===== config.mk =====
export PLATFORM = sky130hd
export DESIGN_NAME = multi_client_credit_tick_divider
export DESIGN_NICKNAME = d
export VERILOG_FILES = /design/src/rtl/mccd_pkg.sv /design/src/rtl/multi_client_credit_tick_divider.sv /design/src/rtl/mccd_ram.sv /design/src/rtl/mccd_credit_unit.sv
export SDC_FILE = /design/constraint.sdc
export NUM_CORES = 1
export LEC_CHECK = 0
export CORE_ASPECT_RATIO = 0.5
export CORE_MARGIN = 4
export CORE_UTILIZATION = 63
export DETAILED_ROUTE_END_ITERATION = 6
export DONT_BUFFER_PORTS = 1
export PLACE_DENSITY_LB_ADDON = 0.3
export SYNTH_ARGS = -nofsm -noshare
export SYNTH_HDL_FRONTEND = slang
export SYNTH_SLANG_ARGS = --single-unit

===== constraint.sdc =====
create_clock -name clk -period 3.45 [get_ports clk]
set_input_delay 0.69 -clock clk [delete_from_list [all_inputs] [get_ports clk]]
set_output_delay 0.69 -clock clk [all_outputs]
set_load 0.1 [all_outputs]

===== src/rtl/mccd_pkg.sv =====
// Shared types and constants for the multi-client credit tick divider.
// Depends on nothing; the top level, the credit unit and the testbench refer to it by scoped names.

package mccd_pkg;

	// Stored rate and credit width; the user must keep CLOCK_RATE at or below 255, the block does not enforce it.
	localparam int unsigned RateW = 8;
	localparam int unsigned DueW  = 16;

	typedef enum logic [1:0] {
		OP_TICK        = 2'd0,
		OP_SUBSCRIBE   = 2'd1,
		OP_UNSUBSCRIBE = 2'd2
	} opcode_t;

	typedef enum logic [1:0] {
		ST_IDLE,
		ST_WALK,
		ST_DRAIN,
		ST_DONE
	} state_t;

	// Result of one pass through the shared credit unit.
	typedef struct packed {
		logic             due;
		logic [RateW-1:0] credit;
	} credit_res_t;

endpackage


===== src/rtl/multi_client_credit_tick_divider.sv =====
// Top level of the multi-client credit tick divider: sequencer, slot table and result register.
// Depends on mccd_pkg, mccd_ram and mccd_credit_unit.

// The block keeps a table of NUM_CLIENTS client slots, each with a valid mark, a rate and a
// credit, and answers every input beat with exactly one result beat. A subscribe beat (opcode 1)
// clamps the requested rate to 1..CLOCK_RATE and stores it; a free slot also starts with zero
// credit, while a slot already in use keeps its credit. An unsubscribe beat (opcode 2) frees the
// slot. Client ids at or above NUM_CLIENTS and opcode 3 change nothing. A tick beat (opcode 0)
// counts only while the block is running, that is, while animations_allowed is set and at least
// one slot is valid: the frame counter then increments and every valid slot adds its rate to its
// credit, and a slot whose credit reaches CLOCK_RATE drops CLOCK_RATE and raises its bit in
// due_mask. Only slots below sixteen can show a due bit. A result carries the due mask of that
// beat (zero unless it was an applied tick), the frame count and the running flag after it.
// An applied tick walks the table in ST_WALK, passes ST_DRAIN and ST_DONE and is loaded into
// the result register; the block takes no new beat until it is back in ST_IDLE. The period of
// ticks is set by the single credit adder, which visits one slot per cycle through the read
// port of the rate and credit memories. Every other beat goes from its acceptance through
// ST_DONE to the result register. The result register parts the two sides, and a result that
// is not taken holds the block in its final state until the sink accepts.
// The rate and credit memories are never cleared; a slot's contents are used only once a
// subscribe has written them. The valid marks are flip-flops that reset clears at once.

module multi_client_credit_tick_divider #(
	parameter int unsigned NUM_CLIENTS = 16,
	parameter int unsigned CLOCK_RATE  = 60
) (
	input  logic        clk,
	input  logic        arst_n,
	// Configuration: animations_allowed.
	input  logic        cfg_we,
	input  logic        cfg_wdata,
	// Input beats.
	input  logic        s_tvalid,
	output logic        s_tready,
	input  logic [15:0] s_tdata,  // [3:0] client_id, [13:4] rate_request, [15:14] zero
	input  logic [1:0]  s_tuser,  // [1:0] opcode
	// Result beats.
	output logic        m_tvalid,
	input  logic        m_tready,
	output logic [55:0] m_tdata   // [15:0] due_mask, [47:16] frame, [48] running, [55:49] zero
);

	localparam int unsigned IdxW = (NUM_CLIENTS > 1) ? $clog2(NUM_CLIENTS) : 1;
	localparam logic [IdxW-1:0] LastIdx = IdxW'(NUM_CLIENTS - 1);
	localparam logic [9:0] RateMax = 10'(CLOCK_RATE);

	// Input fields.
	logic [1:0]  opcode;
	logic [3:0]  client_id;
	logic [9:0]  rate_request;

	assign opcode       = s_tuser;
	assign client_id    = s_tdata[3:0];
	assign rate_request = s_tdata[13:4];

	// Control and slot state.
	mccd_pkg::state_t               state_q, state_d;
	logic                           allowed_q;
	logic [NUM_CLIENTS-1:0]         valid_q;
	logic [31:0]                    frame_q;
	logic [IdxW-1:0]                idx_q;
	logic                           proc_vld_s1;
	logic [IdxW-1:0]                proc_idx_s1;
	logic [mccd_pkg::DueW-1:0]      due_q;
	logic                           m_tvalid_q;
	logic [55:0]                    m_tdata_q;

	// Decoded item and sequencer controls.
	logic                           accept;
	logic                           load_out;
	logic                           running_now;
	logic                           tick_applies;
	logic                           id_in_range;
	logic [IdxW-1:0]                slot_id;
	logic                           is_sub;
	logic                           is_unsub;
	logic [mccd_pkg::RateW-1:0]     rate_clamped;
	logic                           idx_last;

	// Memory and credit unit wiring.
	logic                           wb;
	logic                           credit_we;
	logic [IdxW-1:0]                credit_waddr;
	logic [mccd_pkg::RateW-1:0]     credit_wdata;
	logic [mccd_pkg::RateW-1:0]     rate_rd;
	logic [mccd_pkg::RateW-1:0]     credit_rd;
	mccd_pkg::credit_res_t          unit_res;

	assign running_now  = allowed_q & (|valid_q);
	assign id_in_range  = (32'(client_id) < NUM_CLIENTS);
	assign slot_id      = IdxW'(client_id);
	assign idx_last     = (idx_q == LastIdx);
	assign tick_applies = (opcode == mccd_pkg::OP_TICK) && running_now;
	assign is_sub       = accept && (opcode == mccd_pkg::OP_SUBSCRIBE) && id_in_range;
	assign is_unsub     = accept && (opcode == mccd_pkg::OP_UNSUBSCRIBE) && id_in_range;

	// Requests of zero become one, and anything above CLOCK_RATE saturates.
	always_comb begin
		if (rate_request == 10'd0) begin
			rate_clamped = mccd_pkg::RateW'(1);
		end else if (rate_request > RateMax) begin
			rate_clamped = mccd_pkg::RateW'(CLOCK_RATE);
		end else begin
			rate_clamped = rate_request[mccd_pkg::RateW-1:0];
		end
	end

	// Sequencer state register.
	always_ff @(posedge clk or negedge arst_n) begin
		if (!arst_n) begin
			state_q <= mccd_pkg::ST_IDLE;
		end else begin
			state_q <= state_d;
		end
	end

	// Next state: an applied tick walks the table one slot per cycle, then drains the
	// last read; every other item goes straight to the result stage.
	always_comb begin
		state_d  = state_q;
		accept   = 1'b0;
		load_out = 1'b0;
		unique case (state_q)
			mccd_pkg::ST_IDLE: begin
				if (s_tvalid) begin
					accept  = 1'b1;
					state_d = tick_applies ? mccd_pkg::ST_WALK : mccd_pkg::ST_DONE;
				end
			end
			mccd_pkg::ST_WALK: begin
				if (idx_last) begin
					state_d = mccd_pkg::ST_DRAIN;
				end
			end
			mccd_pkg::ST_DRAIN: begin
				state_d = mccd_pkg::ST_DONE;
			end
			mccd_pkg::ST_DONE: begin
				if (!m_tvalid_q || m_tready) begin
					load_out = 1'b1;
					state_d  = mccd_pkg::ST_IDLE;
				end
			end
			default: begin
				state_d = mccd_pkg::ST_IDLE;
			end
		endcase
	end

	assign s_tready = (state_q == mccd_pkg::ST_IDLE);

	// The slot whose memory data arrived this cycle is written back only if it is in use.
	assign wb = proc_vld_s1 && valid_q[proc_idx_s1];

	// The credit store is written by the walk, or by a subscribe to a free slot.
	always_comb begin
		if (wb) begin
			credit_we    = 1'b1;
			credit_waddr = proc_idx_s1;
			credit_wdata = unit_res.credit;
		end else begin
			credit_we    = is_sub && !valid_q[slot_id];
			credit_waddr = slot_id;
			credit_wdata = '0;
		end
	end

	mccd_ram #(
		.Width (mccd_pkg::RateW),
		.Depth (NUM_CLIENTS)
	) u_rate_ram (
		.clk   (clk),
		.we    (is_sub),
		.waddr (slot_id),
		.wdata (rate_clamped),
		.raddr (idx_q),
		.rdata (rate_rd)
	);

	mccd_ram #(
		.Width (mccd_pkg::RateW),
		.Depth (NUM_CLIENTS)
	) u_credit_ram (
		.clk   (clk),
		.we    (credit_we),
		.waddr (credit_waddr),
		.wdata (credit_wdata),
		.raddr (idx_q),
		.rdata (credit_rd)
	);

	mccd_credit_unit #(
		.CLOCK_RATE (CLOCK_RATE)
	) u_credit_unit (
		.credit (credit_rd),
		.rate   (rate_rd),
		.res    (unit_res)
	);

	// Control registers.
	always_ff @(posedge clk or negedge arst_n) begin
		if (!arst_n) begin
			allowed_q   <= 1'b1;
			valid_q     <= '0;
			frame_q     <= '0;
			idx_q       <= '0;
			proc_vld_s1 <= 1'b0;
			m_tvalid_q  <= 1'b0;
		end else begin
			if (cfg_we) begin
				allowed_q <= cfg_wdata;
			end
			if (is_sub) begin
				valid_q[slot_id] <= 1'b1;
			end else if (is_unsub) begin
				valid_q[slot_id] <= 1'b0;
			end
			if (accept && tick_applies) begin
				frame_q <= frame_q + 32'd1;
			end
			if (accept) begin
				idx_q <= '0;
			end else if ((state_q == mccd_pkg::ST_WALK) && !idx_last) begin
				idx_q <= idx_q + IdxW'(1);
			end
			proc_vld_s1 <= (state_q == mccd_pkg::ST_WALK);
			if (load_out) begin
				m_tvalid_q <= 1'b1;
			end else if (m_tready) begin
				m_tvalid_q <= 1'b0;
			end
		end
	end

	// Payload registers. A due bit for a slot at sixteen or above shifts out of the mask.
	always_ff @(posedge clk) begin
		proc_idx_s1 <= idx_q;
		if (accept) begin
			due_q <= '0;
		end else if (wb && unit_res.due) begin
			due_q <= due_q | (mccd_pkg::DueW'(1) << proc_idx_s1);
		end
		if (load_out) begin
			m_tdata_q <= {7'd0, running_now, frame_q, due_q};
		end
	end

	assign m_tvalid = m_tvalid_q;
	assign m_tdata  = m_tdata_q;

endmodule


===== src/rtl/mccd_ram.sv =====
// Generic single-write, single-read RAM with a registered read port.
// Depends on nothing; used for the slot rate and credit stores.

module mccd_ram #(
	parameter int unsigned Width = 8,
	parameter int unsigned Depth = 16
) (
	input  logic                                    clk,
	input  logic                                    we,
	input  logic [(Depth > 1 ? $clog2(Depth) : 1)-1:0] waddr,
	input  logic [Width-1:0]                        wdata,
	input  logic [(Depth > 1 ? $clog2(Depth) : 1)-1:0] raddr,
	output logic [Width-1:0]                        rdata
);

	logic [Width-1:0] mem_q [Depth];

	always_ff @(posedge clk) begin
		if (we) begin
			mem_q[waddr] <= wdata;
		end
		rdata <= mem_q[raddr];
	end

endmodule


===== src/rtl/mccd_credit_unit.sv =====
// Shared credit accumulator: adds a slot's rate to its credit and wraps at CLOCK_RATE.
// Depends on mccd_pkg for the stored width and the result struct.

module mccd_credit_unit #(
	parameter int unsigned CLOCK_RATE = 60
) (
	input  logic [mccd_pkg::RateW-1:0] credit,
	input  logic [mccd_pkg::RateW-1:0] rate,
	output mccd_pkg::credit_res_t      res
);

	localparam logic [mccd_pkg::RateW:0] Limit = (mccd_pkg::RateW + 1)'(CLOCK_RATE);

	logic [mccd_pkg::RateW:0] sum;
	logic [mccd_pkg::RateW:0] wrapped;

	always_comb begin
		sum        = {1'b0, credit} + {1'b0, rate};
		wrapped    = sum - Limit;
		res.due    = (sum >= Limit);
		res.credit = res.due ? wrapped[mccd_pkg::RateW-1:0] : sum[mccd_pkg::RateW-1:0];
	end

endmodule


==> results.ini <==
[route]
wire_per_inst_um = 25.0
initialDrtViolationCount = 1036
drc = 0
antenna_left = 0
drt_pre_antenna_iters = 5
avgViaCountPerCell = 6.43
totalWireLength_mm = 34.4
dr_total_vias = 8817

[place]
placed_cell_area_mm2 = 0.0167
place_ws_ps = 176
place.gp.congestion = 0.897
dp.final_hpwl_mm = 21.2
port_buffers = 0

[run_status]
outcome = finished clean

[setup_path]
crit_chain = mux4_2 > mux2i_1 > o22a_1 > nand4_1 > o22ai_1 > buf_4
worstReg2RegStart = proc_idx_s1[0]$_DFF_P_
startpoint = proc_idx_s1[0]$_DFF_P_
cp_data_required_time_ps = 3670
crit_path_max_incr_delay_ps = 610
slowest_stage = dfxtp_1
arrival_ps = 3470
cp-start-kind = register
path_class = reg2reg
end_kind = register
worstPathMaxFanout = 14

[layout]
layout.area.seq_mm2 = 0.0113
drive_above_1_share_pct = 19.3
final_cell_mix = 305 x edfxtp_1, 89 x mux4_2, 62 x o21ai_0
fillerInstances = 1415
layout.nets = 1050
syn_to_final_growth_pct = 11.7
utilization_pct = 73.0
multi_input_area_mm2 = 0.00459
postLayoutCellArea_mm2 = 0.0179
final_common_cell = edfxtp_1
antenna_cells = 0

[clock_network]
clk_pin_slew_ps = 70
cts_made_buffers = 34
cts_root_buffer = clkbuf_16
clockBufferDepth = 3
postCtsSetupRepairBufs = 0
clk_latency_ps = 520
cts_sinks = 398
htree_levels = 2
cts_tree = built

[yosys]
async_flop_share_pct = 14.3
ys.flop_type = edfxtp_1
synth.avg_cell_area_um2 = 17.1
synth-edff-count = 305
ys_seq_elements = 398
netlist_area_mm2 = 0.0160
yosysWarnings = 0
ys_seq_area_share_pct = 70.7
synth_cell_types = 58
synthCells = 938

[timing]
rsz0062_at_grt = false
finalHoldViolations = 0
finalCritPeriodShare_pct = 94.0
whs_ps = 38.7
max_slew_margin_pct = 25.4
fin_crit_ps = 3240
skew_ps = 24.2
tightest_slew_ps = 1110
setup_violations = 0
tns_ps = 0
max_freq_ghz = 0.308
final_max_slew_viol_count = 0
worst_slack_ps = 206

[floorplan]
boundaryPins = 82
fp.dieH_um = 121
die-area_mm2 = 0.0282
die_width_um = 233
core_mm2 = 0.0245
rows = 40
start_util_pct = 65.4

[global_routing]
antenna_found_initial = 0
grt_max_degree = 57
grt_pass1_wl_mm = 53.1
grt_pass1_vias = 8958
track_usage_pct = 25.1
overflow = 0

[pwr]
power_density_mw_per_mm2 = 869
ir_drop_v = 0.000434
p_leak_nw = 6.22

[min_path]
hp-class = in2async

[run]
cap_violations = 0

[metal layers]
metal | track usage (%) | vias to the layer above | wire [um]
li1 | - | 3785 | -
met1 | 34.6 | 4463 | 13700
met2 | 41.6 | 496 | 16900
met3 | 5.48 | 73 | 2960
met4 | 6.45 | 0 | 850
met5 | 0 | - | 0
[cell usage after synthesis (2+ instances only)]
cell type / number / share of area [%]
and4_1: 3 / 0.16
a31oi_1: 14 / 0.55
a211o_1: 2 / 0.11
xor2_1: 8 / 0.44
inv_1: 16 / 0.38
or2_2: 4 / 0.16
edfxtp_1: 305 / 57
clkbuf_1: 23 / 0.54
dfxtp_1: 36 / 4.5
and3_1: 7 / 0.27
nor3_1: 10 / 0.31
o211ai_1: 3 / 0.14
nand2b_1: 16 / 0.63
buf_4: 7 / 0.33
nor2b_1: 11 / 0.43
o22a_1: 2 / 0.11
o22ai_1: 9 / 0.35
ha_1: 15 / 1.2
a21oi_1: 10 / 0.31
and2_1: 7 / 0.27
o21ai_2: 5 / 0.27
nor3b_1: 3 / 0.14
nand2_1: 56 / 1.3
buf_1: 7 / 0.16
xnor2_1: 30 / 1.6
or3_1: 2 / 0.078
nand4_1: 14 / 0.55
a41oi_1: 3 / 0.16
a21o_1: 3 / 0.14
nor4_1: 7 / 0.27
nand3_1: 20 / 0.63
o21ai_0: 62 / 1.9
mux2i_1: 4 / 0.25
mux4_2: 89 / 13
a32o_1: 4 / 0.25
nor2_1: 38 / 0.89
dfrtp_1: 56 / 8.8
buf_2: 6 / 0.19
a211oi_1: 2 / 0.094
[area by class of cell]
type	instances	share of cell area (%)
Sequential cell	398	63.3
Multi-Input combinational cell	519	25.7
Clock buffer	46	5.43
Tap cell	336	2.35
Timing Repair Buffer	41	1.99
Clock inverter	16	0.910
Inverter	16	0.336
[worst max-delay path: cells and delay by family, from the launching register on]
kind / cells / cell delay (ps)
AO/OA/AOI/OAI: 2 / 920
buffers and inverters: 1 / 240
flip-flops: 1 / 610
multiplexers: 2 / 810
AND/OR/NAND/NOR: 1 / 350
[cell families (layout without fill, tap and decap cells)]
logic type | after synthesis | count (layout) | share of synthesized area [%]
AO/OA/AOI/OAI | 128 | 128 | 5.07
XOR/XNOR | 38 | 38 | 2.08
adder cells (fa/ha/maj) | 16 | 16 | 1.30
buffers and inverters | 59 | 119 | 1.60
flip-flops | 398 | 398 | 70.7
multiplexers | 94 | 94 | 12.8
other | 1 | 39 | 0.0234
AND/OR/NAND/NOR | 204 | 204 | 6.41
[state kept, by name, summed over array words and instances (netlist names), 2 cells and up, named ones only]
signal              cells
u_rate_ram.mem_q      128
u_credit_ram.mem_q    128
state_q                 2
idx_q                   4
proc_idx_s1             4
m_tdata                49
frame_q                32
u_credit_ram.rdata      8
u_rate_ram.rdata        8
due_q                  16
[power breakdown]
group / switching (mW) / internal [mW] / total [mW]
clock: 1.70 / 2.22 / 3.91
sequential: 1.72 / 6.02 / 7.75
combinational: 2.28 / 1.60 / 3.87
[path summary, 6_finish.rpt]
kind / endpoint / slack (ps) / cells past startpoint
max reg2reg: u_credit_ram.mem_q[0][4]$_DFFE_PP_ / 210 / 6
min reg2reg: m_tdata[2]$_DFFE_PP_ / 440 / 0
max in group asynchronous: allowed_q$_DFFE_PN1P_ / 2830 / 1
max: u_credit_ram.mem_q[0][4]$_DFFE_PP_ / 210 / 6
min in group clk: allowed_q$_DFFE_PN1P_ / 260 / 1
min: frame_q[17]$_DFFE_PN0P_ / 40 / 1
[repair_timing]
action                     CTS  global route
setup endpoints to repair    0            16
hold endpoints to repair    56             1
hold buffers                 1             1
resized for setup            0             1
[stage by stage]
step | total power, mW | std cells
after floorplan | 10.4 | 976
after global placement | 11.4 | 1308
after detailed placement | 11.6 | 1308
after CTS | 15.5 | 1371
after global routing | 16.1 | 1372
final | 15.5 | 1372
Power figures use the tool's default switching activity.
